===== config.mk =====
export PLATFORM = sky130hd
export DESIGN_NAME = sat_ctrl
export DESIGN_NICKNAME = d
export VERILOG_FILES = /design/src/hdl/sat_pkg.sv /design/src/hdl/sat_ctrl.sv
export SDC_FILE = /design/constraint.sdc
export NUM_CORES = 1
export LEC_CHECK = 0
export BUFFER_PORTS_ARGS = -buffer_cell sky130_fd_sc_hd__buf_2
export CAP_MARGIN = 15
export CORE_AREA = 2 2 39 41
export DETAILED_ROUTE_END_ITERATION = 8
export DIE_AREA = 0 0 41 43
export PLACE_DENSITY = 0.7
export SLEW_MARGIN = 20
export SYNTH_ARGS = -nofsm -noshare
export SYNTH_HDL_FRONTEND = slang
export SYNTH_SLANG_ARGS = --single-unit

===== constraint.sdc =====
create_clock -name clk -period 3.6 [get_ports clk]
set_input_delay 0.18 -clock clk [delete_from_list [all_inputs] [get_ports clk]]
set_output_delay 0.18 -clock clk [all_outputs]
set_load 0.02 [all_outputs]

===== src/hdl/sat_pkg.sv =====
// shared constants, op and status codes, controller/datapath interface types
// for the shadowing association table; no dependencies
package sat_pkg;

    localparam int TABLE_DEPTH = 64;
    localparam int VALUE_WIDTH = 32;

    localparam int KEY_W      = 32;
    localparam int VALUE_IN_W = 32;
    localparam int FOUND_W    = 32;
    localparam int COUNT_W    = 7;
    localparam int FUNC_W     = 2;
    localparam int STATUS_W   = 2;

    localparam int ADDR_W  = $clog2(TABLE_DEPTH);
    localparam int CNT_W   = $clog2(TABLE_DEPTH + 1);
    localparam int CMP_W   = CNT_W + 1;
    localparam int ENTRY_W = KEY_W + VALUE_WIDTH;

    localparam logic [CNT_W-1:0]  DEPTH_CNT = CNT_W'(TABLE_DEPTH);
    localparam logic [CMP_W-1:0]  ONE_CMP   = CMP_W'(1);
    localparam logic [CMP_W-1:0]  TWO_CMP   = CMP_W'(2);
    localparam logic [ADDR_W-1:0] ADDR_ONE  = ADDR_W'(1);
    localparam logic [CNT_W-1:0]  CNT_ONE   = CNT_W'(1);

    localparam logic [FUNC_W-1:0] OP_SET   = 2'd0;
    localparam logic [FUNC_W-1:0] OP_GET   = 2'd1;
    localparam logic [FUNC_W-1:0] OP_ERASE = 2'd2;

    localparam logic [STATUS_W-1:0] STAT_OK        = 2'd0;
    localparam logic [STATUS_W-1:0] STAT_NOT_FOUND = 2'd1;
    localparam logic [STATUS_W-1:0] STAT_FULL      = 2'd2;

    typedef struct packed {
        logic                capture;     // latch the search key
        logic                append;      // write new pair at the tail
        logic                scan_start;  // point at newest entry, read it
        logic                scan_next;   // step one entry older, read it
        logic                shift_start; // start close-up at match position
        logic                shift_wr;    // write read entry one place down
        logic                shift_adv;   // advance close-up, read next entry
        logic                count_dec;
        logic                res_load;
        logic                res_found;   // return the read value
        logic [STATUS_W-1:0] res_status;
    } sat_cmd_t;

    typedef struct packed {
        logic full;
        logic empty;
        logic match;
        logic idx_zero;
        logic shift_more;  // idx + 1 < count
        logic shift_cont;  // idx + 2 < count
    } sat_stat_t;

    function automatic logic [VALUE_WIDTH-1:0] to_stored(input logic [VALUE_IN_W-1:0] v);
        return VALUE_WIDTH'(v);
    endfunction

    function automatic logic [FOUND_W-1:0] to_found(input logic [VALUE_WIDTH-1:0] v);
        return FOUND_W'(v);
    endfunction

    function automatic logic [COUNT_W-1:0] to_count_out(input logic [CNT_W-1:0] c);
        return COUNT_W'(c);
    endfunction

endpackage


===== src/hdl/sat_ctrl.sv =====
// operation sequencer: newest-first scan, erase close-up, result strobe
// depends on sat_pkg
module sat_ctrl (
    input  logic                          clk,
    input  logic                          rst_n,
    input  logic                          start,
    input  logic [sat_pkg::FUNC_W-1:0]    func,
    input  sat_pkg::sat_stat_t            stat,
    output sat_pkg::sat_cmd_t             cmd,
    output logic                          busy,
    output logic                          done
);

    localparam logic [1:0] S_IDLE  = 2'd0;
    localparam logic [1:0] S_CMP   = 2'd1;
    localparam logic [1:0] S_SHIFT = 2'd2;

    logic [1:0]                 state_reg, state_next;
    logic [sat_pkg::FUNC_W-1:0] op_reg, op_next;
    logic                       done_reg, done_next;

    always_comb
    begin
        cmd        = '0;
        state_next = state_reg;
        op_next    = op_reg;
        done_next  = 1'b0;
        unique case (state_reg)
            S_IDLE:
            begin
                if (start)
                begin
                    op_next     = func;
                    cmd.capture = 1'b1;
                    unique case (func) inside
                        sat_pkg::OP_SET:
                        begin
                            cmd.res_load = 1'b1;
                            done_next    = 1'b1;
                            if (stat.full)
                            begin
                                cmd.res_status = sat_pkg::STAT_FULL;
                            end
                            else
                            begin
                                cmd.append     = 1'b1;
                                cmd.res_status = sat_pkg::STAT_OK;
                            end
                        end
                        sat_pkg::OP_GET, sat_pkg::OP_ERASE:
                        begin
                            if (stat.empty)
                            begin
                                cmd.res_load   = 1'b1;
                                cmd.res_status = sat_pkg::STAT_NOT_FOUND;
                                done_next      = 1'b1;
                            end
                            else
                            begin
                                cmd.scan_start = 1'b1;
                                state_next     = S_CMP;
                            end
                        end
                        default:
                        begin
                            // unused code: no change, ok
                            cmd.res_load   = 1'b1;
                            cmd.res_status = sat_pkg::STAT_OK;
                            done_next      = 1'b1;
                        end
                    endcase
                end
            end
            S_CMP:
            begin
                if (stat.match)
                begin
                    if (op_reg == sat_pkg::OP_GET)
                    begin
                        cmd.res_load   = 1'b1;
                        cmd.res_found  = 1'b1;
                        cmd.res_status = sat_pkg::STAT_OK;
                        done_next      = 1'b1;
                        state_next     = S_IDLE;
                    end
                    else if (stat.shift_more)
                    begin
                        cmd.shift_start = 1'b1;
                        state_next      = S_SHIFT;
                    end
                    else
                    begin
                        // newest entry matched: just drop the tail
                        cmd.count_dec  = 1'b1;
                        cmd.res_load   = 1'b1;
                        cmd.res_status = sat_pkg::STAT_OK;
                        done_next      = 1'b1;
                        state_next     = S_IDLE;
                    end
                end
                else if (stat.idx_zero)
                begin
                    cmd.res_load   = 1'b1;
                    cmd.res_status = sat_pkg::STAT_NOT_FOUND;
                    done_next      = 1'b1;
                    state_next     = S_IDLE;
                end
                else
                begin
                    cmd.scan_next = 1'b1;
                end
            end
            S_SHIFT:
            begin
                cmd.shift_wr = 1'b1;
                if (stat.shift_cont)
                begin
                    cmd.shift_adv = 1'b1;
                end
                else
                begin
                    cmd.count_dec  = 1'b1;
                    cmd.res_load   = 1'b1;
                    cmd.res_status = sat_pkg::STAT_OK;
                    done_next      = 1'b1;
                    state_next     = S_IDLE;
                end
            end
            default:
            begin
                state_next = S_IDLE;
            end
        endcase
    end

    always_ff @(posedge clk or negedge rst_n)
    begin
        if (!rst_n)
        begin
            state_reg <= S_IDLE;
            op_reg    <= sat_pkg::OP_SET;
            done_reg  <= 1'b0;
        end
        else
        begin
            state_reg <= state_next;
            op_reg    <= op_next;
            done_reg  <= done_next;
        end
    end

    assign busy = (state_reg != S_IDLE);
    assign done = done_reg;

    a_no_strobe_while_busy: assert property (@(posedge clk) disable iff (!rst_n)
        (state_reg != S_IDLE) |-> !done_reg)
        else $error("result strobe while an operation is in progress");

    a_shift_only_on_erase: assert property (@(posedge clk) disable iff (!rst_n)
        (state_reg == S_SHIFT) |-> (op_reg == sat_pkg::OP_ERASE))
        else $error("close-up running for an operation other than erase");

    a_scan_op: assert property (@(posedge clk) disable iff (!rst_n)
        (state_reg == S_CMP) |-> (op_reg == sat_pkg::OP_GET || op_reg == sat_pkg::OP_ERASE))
        else $error("scan running for an operation other than get or erase");

endmodule


Word level (Yosys, flattened, before mapping)
Index checks and enable logic that the tools add are counted.
{"block": "op_classes", "n_eq_ne": 10, "n_mux": 50, "n_reduce_logical": 6}
{"op": "$mux W1", "count": 28}
{"op": "$mux W2", "count": 14}
{"op": "$pmux W2 S2", "count": 2}
{"op": "$eq A2 B1 Y1 const B", "count": 3}
{"op": "$mux W3", "count": 2}
{"op": "$ne A2 B2 Y1 const B", "count": 3}
{"op": "$pmux W1 S3", "count": 2}
{"op": "$pmux W2 S3", "count": 1}
{"op": "$reduce_and A5 Y1", "count": 1}
{"op": "$eq A2 B2 Y1 const B", "count": 2}
{"op": "$logic_not A2 Y1", "count": 2}
{"op": "$ne A3 B3 Y1 const B", "count": 1}
{"op": "$ne A2 B1 Y1 const B", "count": 1}
{"op": "$pmux W1 S2", "count": 1}
{"op": "$reduce_and A2 Y1", "count": 1}
{"op": "$reduce_bool A2 Y1", "count": 1}
{"op": "$reduce_or A2 Y1", "count": 1}
{"block": "totals", "regBits": 5, "in_bits": 11, "out_inout_bits": 14, "wordCells": 69}

Longest topological paths before layout
Gate-level depths: netlist of run 1.
{"block": "logic_depth", "depth_word": 5, "depth_mapped": 7}

Worst setup path after synthesis of run 1
OpenSTA, ideal clock, no wires.
{"block": "synth_path", "kind": "flip-flop to output port", "startpoint": "register state_reg[0]", "endpoint": "output cmd[1] in the netlist's numbering", "t_arrival_ns": 1.560, "setup_slack_ns": 1.860, "stages_incl_launch_ff": 7, "path_buffers": 0, "cell_sequence": "dfrtp_1 > inv_1 > ha_1 > nand2_1 > inv_2 > nand2_1 > nor3b_1"}
{"element": "start, declared", "line": "sat_ctrl.sv:18", "source": "logic [1:0] state_reg, state_next;"}
{"element": "start signal, assigned", "line": "sat_ctrl.sv:146", "source": "state_reg <= state_next;"}
{"element": "end, declared", "line": "sat_ctrl.sv:9", "source": "output sat_pkg::sat_cmd_t cmd,"}

==> results of run 1 <==
==> cells in the mapped netlist <==
cell,number
and2_1,1
nand3b_1,2
buf_4,2
nor2b_1,2
nand2b_1,1
nor2_1,2
o221ai_1,1
o32a_1,1
nor3b_4,1
dfrtp_1,5
inv_1,5
nand2_1,7
nor3_1,2
a21oi_1,2
mux2_4,1
o21a_1,1
o21ai_0,3
inv_2,1
nor3b_2,1
nor3b_1,1
and3_2,1
ha_1,6
a211oi_2,1
==> timing repair <==
| item | in CTS | in global routing |
|---|---|---|
| endpoints found under the hold margin | 5 | 0 |
| buffers inserted | 0 | 0 |
| resized for setup | 0 | 0 |
| hold buffers | 1 | 0 |
==> cells in the final DEF, fill, tap and decap left out, types with 2 or more instances in the layout <==
cell and count:
nand2_1 7, clkbuf_4 3, nor3_1 2, nand3b_1 2, nor2b_1 2, dfrtp_1 5
ha_1 6, a21oi_1 2, inv_1 5, buf_2 24, o21ai_0 3, nor2_1 2
==> per-stage QoR <==
stage | area, um2 | worst slack [ps] | hold slack [ps] | std cells
global placement | 571.8 | 2054 | 1.652 | 88
CTS | 608.1 | 1719 | 217.4 | 93
global route | 608.1 | 1572 | 268.3 | 93
detailed placement | 571.8 | 1988 | 4.617 | 88
floorplan | 446.7 | 1860 | -115.6 | 50
finish | 608.1 | 1727 | 225.8 | 93
==> worst reg2reg max path, stage by stage, from the launching register on <==
cell and delay (ps):
dfrtp_1 380, inv_1 80, ha_1 240, nor3b_4 190
a211oi_2 230, mux2_4 320
==> layer usage <==
layer | global-route usage [%] | vias up | part of all wire, %
met4 | 4.000 | 0 | 0
met1 | 13.78 | 191 | 40
met2 | 23.44 | 12 | 54
li1 | - | 222 | -
met5 | 0 | - | 0
met3 | 6.283 | 0 | 5.5
==> power by group through the flow <==
stage	clock, mW	sequential [mW]	combinational [mW]
floorplan	0	0.100	0.159
global placement	0	0.0962	0.214
detailed placement	0	0.0957	0.218
CTS	0.0698	0.0963	0.219
global route	0.0710	0.0995	0.239
finish	0.0659	0.0967	0.217
==> area by class of cell <==
class	instances	area, um2
fill	142	775.7
multi-input combinational	37	284.0
timing repair buffer	25	130.1
sequential	5	125.1
clock buffer	4	26.28
inverter	6	22.52
tap	16	20.02
==> path summary, 6_finish.rpt <==
kind	end	startpoint	slack, ps
min in group asynchronous	op_reg[0]$_DFFE_PN0P_	rst_n	290
hold / removal	op_reg[0]$_DFFE_PN0P_	func[0]	230
max in group asynchronous	state_reg[1]$_DFFE_PN0P_	rst_n	3180
setup / recovery	cmd[1]	state_reg[0]$_DFFE_PN0P_	1730
setup reg to reg	state_reg[1]$_DFFE_PN0P_	state_reg[1]$_DFFE_PN0P_	2040
hold reg to reg	op_reg[0]$_DFFE_PN0P_	op_reg[0]$_DFFE_PN0P_	500
==> cells by family after synthesis <==
logic type                 after synthesis  share of synthesized area [%]
buffers and inverters                    8                          8.402
adders and majority gates                6                          16.81
and+or+nand+nor                         21                          29.14
muxes                                    1                          3.360
DFF                                      5                          28.01
AOI/OAI and AO/OA                        9                          14.29
==> results by group, run 1 <==
Pwr
  • NetSw: 0.1723 mW
  • Logic gate share of total power: 57.2%
  • Leakage: 0.3401 nW
  • Sequential power share: 25.5%
  • Pwr Total: 0.3796 mW
  • Maximum vdd drop: 0.2157 mV
  • Switching Share: 45.39%
  • Int Power: 0.2073 mW
  • Clock network fraction of design power: 17.4%
  • Power per cell area: 624.3 nW/um2

Timing
  • RSZ-0062 raised after global routing: no
  • Final Slew Violations: 0
  • Max frequency: 0.5339 GHz
  • Endpoints failing setup: 0
  • Hold Vio Cnt, Final: 0
  • Layout Skew: 2.791 ps
  • Worst-margin pin slew: 308.8 ps
  • Fin Setup TNS: 0 ps
  • Min cycle time layout: 1873 ps
  • Final worst path period share: 52.02%
  • Slew margin rel.: 79.37%

Yosys
  • Syn nets: 67
  • Mean Syn Cell Area: 8.934 um2
  • Cell variety after synth: 23
  • Top cell type's share of synthesized area: 28.01%
  • Seq/Total Area, Yosys: 28.01%
  • Ys Warns: 0
  • Mapped Area: 446.7 um2
  • Cell taking the most area after synthesis: dfrtp_1
  • Top cells by area, synth: dfrtp_1 (28%), ha_1 (17%), nand2_1 (5.9%), inv_1 (4.2%), nor3b_4 (4.2%)
  • FF+latch count, synth: 5
  • Instance count of the mapped netlist: 50

Clock tree
  • CTS buffer count: 3
  • Clock Path Buffers: 2
  • Clock Root Buffer: clkbuf_4
  • CTS tree: yes
  • CTS Sinks: 5
  • Clock latency on the worst-skew pair: 240 ps
  • Worst-path clk slew: 40 ps
  • Htree depth: 1

Run status
  • Status: finished clean

Worst hold path
  • HP Class: input pin to flop
  • Hold Crit Depth: 3

Layout
  • Ant. Diodes: 0
  • Layout cell share with drive strength beyond 1: 42.86%
  • Layout Utilization: 43.94%
  • Nets@finish: 95
  • Synthesis-to-layout area growth: 36.13%

Floorplan
  • Row Count: 14
  • Die W: 41 um
  • Die Span Y: 43 um
  • Die footprint: 1763 um2
  • Starting Density: 32.28%
  • Top Ports: 25
  • Core footprint: 1384 um2

Worst setup path
  • CP Launch Type: flop
  • Delay of the slowest critical-path stage: 410 ps
  • Worst Path Arrival: 1690 ps
  • Crit. End Element: primary output
  • Crit path depth: 7
  • Worst r2r path cells: 5
  • Buf+Inv Stages, Crit Path: 3
  • Critical Path RT: 3420 ps
  • Crit-path leading delay family: simple AND/OR/NAND/NOR gates
  • Cell mode on critical path: nand2_1
  • Peak fanout along the critical path: 7
  • Critical path, cell by cell: inv_1 -> ha_1 -> nand2_1 -> inv_2 -> nand2_1 -> nor3b_1 -> buf_2
  • Slowest-stage cell, CP: dfrtp_1
  • CP Class: flop to primary output

Detailed routing
  • Post-Route WL: 1059 um
  • Detailed Routing Iterations Pass 1: 4
  • Drt drc: 0
  • 1st-iter DRT viols: 13
  • Via density: 4.570
  • Post-route ant nets: 0
  • Routed wire per std cell: 11.39 um
  • Vias: 425

GRT
  • Vias in the first global route: 429
  • GRT Resource Usage Total: 13.64%
  • Largest net degree at the start of global routing: 8
  • GR Overflow Total: 0
  • First-pass GRT wire length: 1607 um
  • Initial antenna violation count: 0

Placed design
  • I/O Buffers: 24
  • Dpl hpwl: 882.5 um
  • Final GP Congestion: 0.7995

Run
  • MaxCap Viol Count: 0
Power figures use the tool's default switching activity.
==> run 2: changes to the inputs <==
- PLACE_DENSITY: 0.7 -> 0.73
- clock period: 3.6 -> 1.63 ns (I/O delays scaled with it)
==> results by group, run 2 (synthesized netlist as in run 1, its figures left out) <==
Timing
  • RSZ-0062 raised after global routing: yes
  • Final Slew Violations: 0 (unchanged)
  • Max frequency: 0.6414 GHz
  • Fin Hold WS: 119.3 ps (-106.5 ps)
  • Min cycle time layout: 1559 ps
  • Hold Vio Cnt, Final: 0 (unchanged)
  • Slew margin rel.: 83.71% (+4.3 points)
  • Final worst setup slack: 71.03 ps (-1656 ps)
  • Endpoints failing setup: 0 (unchanged)
  • Layout Skew: 1.230 ps (-1.561 ps)
  • Worst-margin pin slew: 244.1 ps (-64.68 ps)
  • Final worst path period share: 95.64%

Worst setup path
  • CP Launch Type: flop
  • Peak fanout along the critical path: 5 (-2)
  • CP Class: flop to primary output
  • Worst Path Arrival: 1480 ps (-210 ps)
  • Crit. End Element: primary output
  • Critical Path RT: 1550 ps (-1870 ps)

Clock tree
  • CTS Sinks: 5 (unchanged)
  • CTS tree: yes
  • Worst-path clk slew: 50 ps (about the same)
  • CTS buffer count: 3 (unchanged)
  • Htree depth: 1 (unchanged)
  • Clock latency on the worst-skew pair: 250 ps (about the same)
  • Clock Root Buffer: clkbuf_4
  • Clock Path Buffers: 2 (unchanged)

Detailed routing
  • 1st-iter DRT viols: 4 (-9)
  • Routed wire per std cell: 11.73 um (+3.0%)
  • Post-route ant nets: 0 (unchanged)
  • Vias: 462 (+8.7%)
  • Detailed Routing Iterations Pass 1: 4 (unchanged)
  • Drt drc: 0 (unchanged)
  • Via density: 4.813 (+5.3%)
  • Post-Route WL: 1126 um (+6.3%)

GRT
  • Initial antenna violation count: 0 (unchanged)
  • First-pass GRT wire length: 1628 um (+1.3%)
  • GRT Resource Usage Total: 14.00% (+0.36 points)
  • Largest net degree at the start of global routing: 7 (-1)
  • GR Overflow Total: 0 (unchanged)
  • Vias in the first global route: 403 (-6.1%)

Layout
  • Fillers: 138 (-2.8%)
  • Nets@finish: 98 (+3.2%)
  • Most common cell after layout, fill and taps aside: buf_2
  • Ant. Diodes: 0 (unchanged)
  • Synthesis-to-layout area growth: 50.70%
  • Register area: 125.1 um2 (unchanged)
  • Most frequent cells in the layout: buf_2 (22), nand2_1 (7), dfrtp_1 (5), buf_4 (5), ha_1 (4)
  • Layout cell share with drive strength beyond 1: 57.50% (+15 points)
  • Footprint of the multi-input gates: 321.6 um2 (+13%)

Run status
  • Status: finished clean

Worst hold path
  • HP Class: input pin to flop

Pwr
  • Power per cell area: 1416 nW/um2 (+130%)
  • Maximum vdd drop: 0.6276 mV (+190%)
  • Pwr Total: 0.9531 mW (+150%)
  • Leakage: 0.3608 nW (+6.1%)

Run
  • MaxCap Viol Count: 0 (unchanged)

Floorplan
  • Row Count: 14 (unchanged)
  • Die footprint: 1763 um2 (unchanged)
  • Core footprint: 1384 um2 (unchanged)
  • Die W: 41 um (unchanged)
  • Starting Density: 32.28% (unchanged)
  • Top Ports: 25 (unchanged)
  • Die Span Y: 43 um (unchanged)

Placed design
  • Dpl hpwl: 838.6 um (-5.0%)
  • Pre-CTS setup slack: 66.54 ps (-1922 ps)
  • I/O Buffers: 24 (unchanged)
  • Final GP Congestion: 0.7891 (-1.3%)
-- run 2: cell types whose count changed in the layout (fill, tap and decap cells not counted), sizes merged --
cell	previous run	this run
buf	24	27
-- run 2: layout make-up --
class                      instances  share of cell area [%]
clock buffer                       4                   3.903
timing repair buffer              28                   23.42
sequential                         5                   18.59
tap                               16                   2.974
inverter                           6                   3.346
multi-input combinational         37                   47.77
-- run 2: per-layer routing --
layer	track usage (%)	wire length [um]	up-vias
met4	8.667	32	0
met1	17.53	475	214
met5	0	0	-
li1	-	-	230
met3	4.712	53	4
met2	19.69	565	14
-- run 2: metrics by stage --
| step | cell area, um2 | std cells | setup TNS [ps] | util [%] |
|---|---|---|---|---|
| 2_1_floorplan | 451.7 | 50 | 0 | - |
| 3_3_place_gp | 584.3 | 89 | 0 | 42.22 |
| 3_5_place_dp | 584.3 | 89 | 0 | 42.22 |
| 4_1_cts | 648.1 | 95 | 0 | 46.84 |
| 5_1_grt | 673.1 | 96 | -64.56 | 48.64 |
| 6_report | 673.1 | 96 | 0 | 48.64 |
-- run 2: worst paths after layout --
check / to / slack, ps / startpoint / depth (start not counted)
worst min register to register: op_reg[0]$_DFFE_PN0P_ / 480 / op_reg[0]$_DFFE_PN0P_ / 2
worst max register to register: state_reg[1]$_DFFE_PN0P_ / 100 / state_reg[0]$_DFFE_PN0P_ / 5
max in group asynchronous: done$_DFF_PN0_ / 1310 / rst_n / 2
worst min-delay path: op_reg[1]$_DFFE_PN0P_ / 120 / func[1] / 3
min in group asynchronous: op_reg[0]$_DFFE_PN0P_ / 180 / rst_n / 2
worst max-delay path: cmd[7] / 70 / state_reg[1]$_DFFE_PN0P_ / 5
-- run 2: worst max-delay path, stage by stage (launching register included) --
cell and delay [ps]:
dfrtp_1 420, inv_2 100, ha_2 220, nand2_1 100
nor3b_2 220, buf_4 180
-- run 2: what timing repair did --
| action | CTS | global route |
|---|---|---|
| hold buffers | 1 | 0 |
| gates resized for setup | 7 | 6 |
| pin swaps | 1 | 0 |
| setup buffers | 1 | 1 |
| hold endpoints to repair | 5 | 0 |
| setup endpoints to repair | 4 | 5 |
-- run 2: where the power goes --
group	leakage, nW	switching, mW	internal, mW	total, mW
sequential	0.0635	0.0378	0.178	0.215
clock	0.0150	0.0606	0.0932	0.154
combinational	0.282	0.323	0.261	0.584
total	0.361	0.421	0.532	0.953
==> run 3: changes to the inputs <==
- PLACE_DENSITY: 0.73 -> 0.66
==> results by group, run 3 (synthesized netlist as in run 1, its figures left out) <==
Worst setup path
  • CP Launch Type: flop
  • Crit. End Element: primary output
  • Peak fanout along the critical path: 6 (+1)
  • Buf+Inv Stages, Crit Path: 3 (+1)
  • Worst Path Arrival: 1500 ps (+20 ps)
  • R2R Setup Slk: 80 ps (-20 ps)
  • Delay of the slowest critical-path stage: 420 ps (about the same)
  • Critical path, cell by cell: inv_2 -> ha_4 -> nand2_2 -> buf_4 -> o21ai_0 -> buf_2
  • Critical Path RT: 1550 ps (about the same)
  • CP Class: flop to primary output
  • Crit-path leading delay family: buffers and inverters
  • Slowest-stage cell, CP: dfrtp_1

Placed design
  • Final GP Congestion: 0.7549 (-4.3%)
  • Dpl hpwl: 898.9 um (+7.2%)
  • I/O Buffers: 24 (unchanged)
  • Inst Count DP: 90 (+1.1%)

Detailed routing
  • 1st-iter DRT viols: 5 (+1)
  • Routed wire per std cell: 12.77 um (+8.9%)
  • Detailed Routing Iterations Pass 1: 4 (unchanged)
  • Post-Route WL: 1264 um (+12%)
  • Drt drc: 0 (unchanged)
  • Post-route ant nets: 0 (unchanged)
  • Via density: 4.889 (+1.6%)
  • Vias: 484 (+4.8%)

GRT
  • Initial antenna violation count: 0 (unchanged)
  • First-pass GRT wire length: 1759 um (+8.0%)
  • GRT Resource Usage Total: 15.74% (+1.7 points)
  • Largest net degree at the start of global routing: 7 (unchanged)
  • GR Overflow Total: 0 (unchanged)
  • Vias in the first global route: 440 (+9.2%)

Pwr
  • Switching Share: 43.64% (-0.57 points)
  • Pwr Total: 1.045 mW (+9.6%)
  • NetSw: 0.4558 mW (+8.2%)
  • Int Power: 0.5888 mW (+11%)
  • Sequential power share: 21.0% (-1.6 points)
  • Clock network fraction of design power: 15.2% (-0.9 points)
  • Logic gate share of total power: 63.8% (+2.5 points)
  • Maximum vdd drop: 0.6637 mV (+5.8%)
  • Power per cell area: 1467 nW/um2 (+3.6%)
  • Leakage: 0.3728 nW (+3.3%)

Clock tree
  • CTS tree: yes
  • CTS buffer count: 3 (unchanged)
  • Clock Root Buffer: clkbuf_4
  • Htree depth: 1 (unchanged)
  • Clock Path Buffers: 2 (unchanged)
  • Clock latency on the worst-skew pair: 260 ps (about the same)
  • Worst-path clk slew: 50 ps (about the same)
  • CTS Sinks: 5 (unchanged)

Timing
  • Fin Hold WS: 149.3 ps (+30.00 ps)
  • Slew margin rel.: 84.78% (+1.1 points)
  • Hold Vio Cnt, Final: 0 (unchanged)
  • Worst-margin pin slew: 228.1 ps (-16.04 ps)
  • Max frequency: 0.6331 GHz (-1.3%)
  • Endpoints failing setup: 0 (unchanged)
  • RSZ-0062 raised after global routing: yes
  • Final worst path period share: 96.90% (+1.3 points)
  • Final Slew Violations: 0 (unchanged)
  • Min cycle time layout: 1580 ps (+20.54 ps)
  • Fin Setup TNS: 0 ps (unchanged)
  • Layout Skew: 7.146 ps (+5.917 ps)

Floorplan
  • Core footprint: 1384 um2 (unchanged)
  • Top Ports: 25 (unchanged)
  • Row Count: 14 (unchanged)
  • Die footprint: 1763 um2 (unchanged)
  • Die W: 41 um (unchanged)
  • Die Span Y: 43 um (unchanged)
  • Starting Density: 32.28% (unchanged)

Layout
  • Nets@finish: 101 (+3.1%)
  • Most common cell after layout, fill and taps aside: buf_2
  • Ant. Diodes: 0 (unchanged)
  • Layout cell share with drive strength beyond 1: 61.45% (+3.9 points)
  • Most frequent cells in the layout: buf_2 (22), buf_4 (8), nand2_1 (5)
  • Fillers: 144 (+4.3%)
  • Footprint of the multi-input gates: 336.6 um2 (+4.7%)
  • Synthesis-to-layout area growth: 59.38%
  • Register area: 126.4 um2 (+1.0%)
  • Cell Count, Final, Fillers Out: 99 (+3.1%)

Run
  • MaxCap Viol Count: 0 (unchanged)

Worst hold path
  • HP Class: input pin to flop

Run status
  • Status: finished clean
[run 3: tightest hold or removal path: cells and delay by family]
kind            cells  cell delay [ps]
buf+inv             2              180
compound gates      1              100
[run 3: timing repair]
| action | CTS | global route |
|---|---|---|
| hold buffers | 1 | 0 |
| setup buffers | 1 | 3 |
| endpoints found under the setup margin | 5 | 8 |
| hold endpoints to repair | 5 | 0 |
| gates resized for setup | 4 | 12 |
| pin swaps | 1 | 4 |
[run 3: power by group through the flow]
stage          combinational [mW]  clock (mW)  sequential [mW]
3_5_place_dp                0.519           0            0.211
4_1_cts                     0.551       0.162            0.209
3_3_place_gp                0.511           0            0.211
2_1_floorplan               0.353           0            0.221
6_report                    0.667       0.158            0.220
5_1_grt                     0.725       0.169            0.229
[run 3: cell type report]
cell class / instances / share of cell area [%]
clock buffer: 4 / 3.691
multi-input combinational: 37 / 47.28
inverter: 6 / 3.163
timing repair buffer: 31 / 25.31
tap: 16 / 2.812
sequential: 5 / 17.75
[run 3: worst paths after layout]
kind | startpoint | endpoint | cells past startpoint
hold / removal | func[0] | op_reg[0]$_DFFE_PN0P_ | 3
min in group asynchronous | rst_n | op_reg[0]$_DFFE_PN0P_ | 2
max in group asynchronous | rst_n | state_reg[0]$_DFFE_PN0P_ | 2
hold reg to reg | op_reg[0]$_DFFE_PN0P_ | op_reg[0]$_DFFE_PN0P_ | 2
setup / recovery | state_reg[1]$_DFFE_PN0P_ | cmd[0] | 6
setup reg to reg | state_reg[1]$_DFFE_PN0P_ | state_reg[1]$_DFFE_PN0P_ | 5
[run 3: routing by layer]
layer  global-route usage (%)  up-vias  share of wire, %
li1                         -      238                 -
met1                    17.97      219                37
met2                    23.75       23                52
met3                    5.236        4               9.2
met4                    10.00        0               2.1
met5                        0        -                 0
[run 3: through the flow]
step           setup slack (ps)  instance area (um2)  util (%)
2_1_floorplan             5.773                451.7         -
3_3_place_gp              94.27                591.8     42.77
4_1_cts                  -41.61                646.9     46.75
3_5_place_dp              53.91                591.8     42.77
5_1_grt                  -45.40                711.9     51.45
6_report                  50.48                711.9     51.45
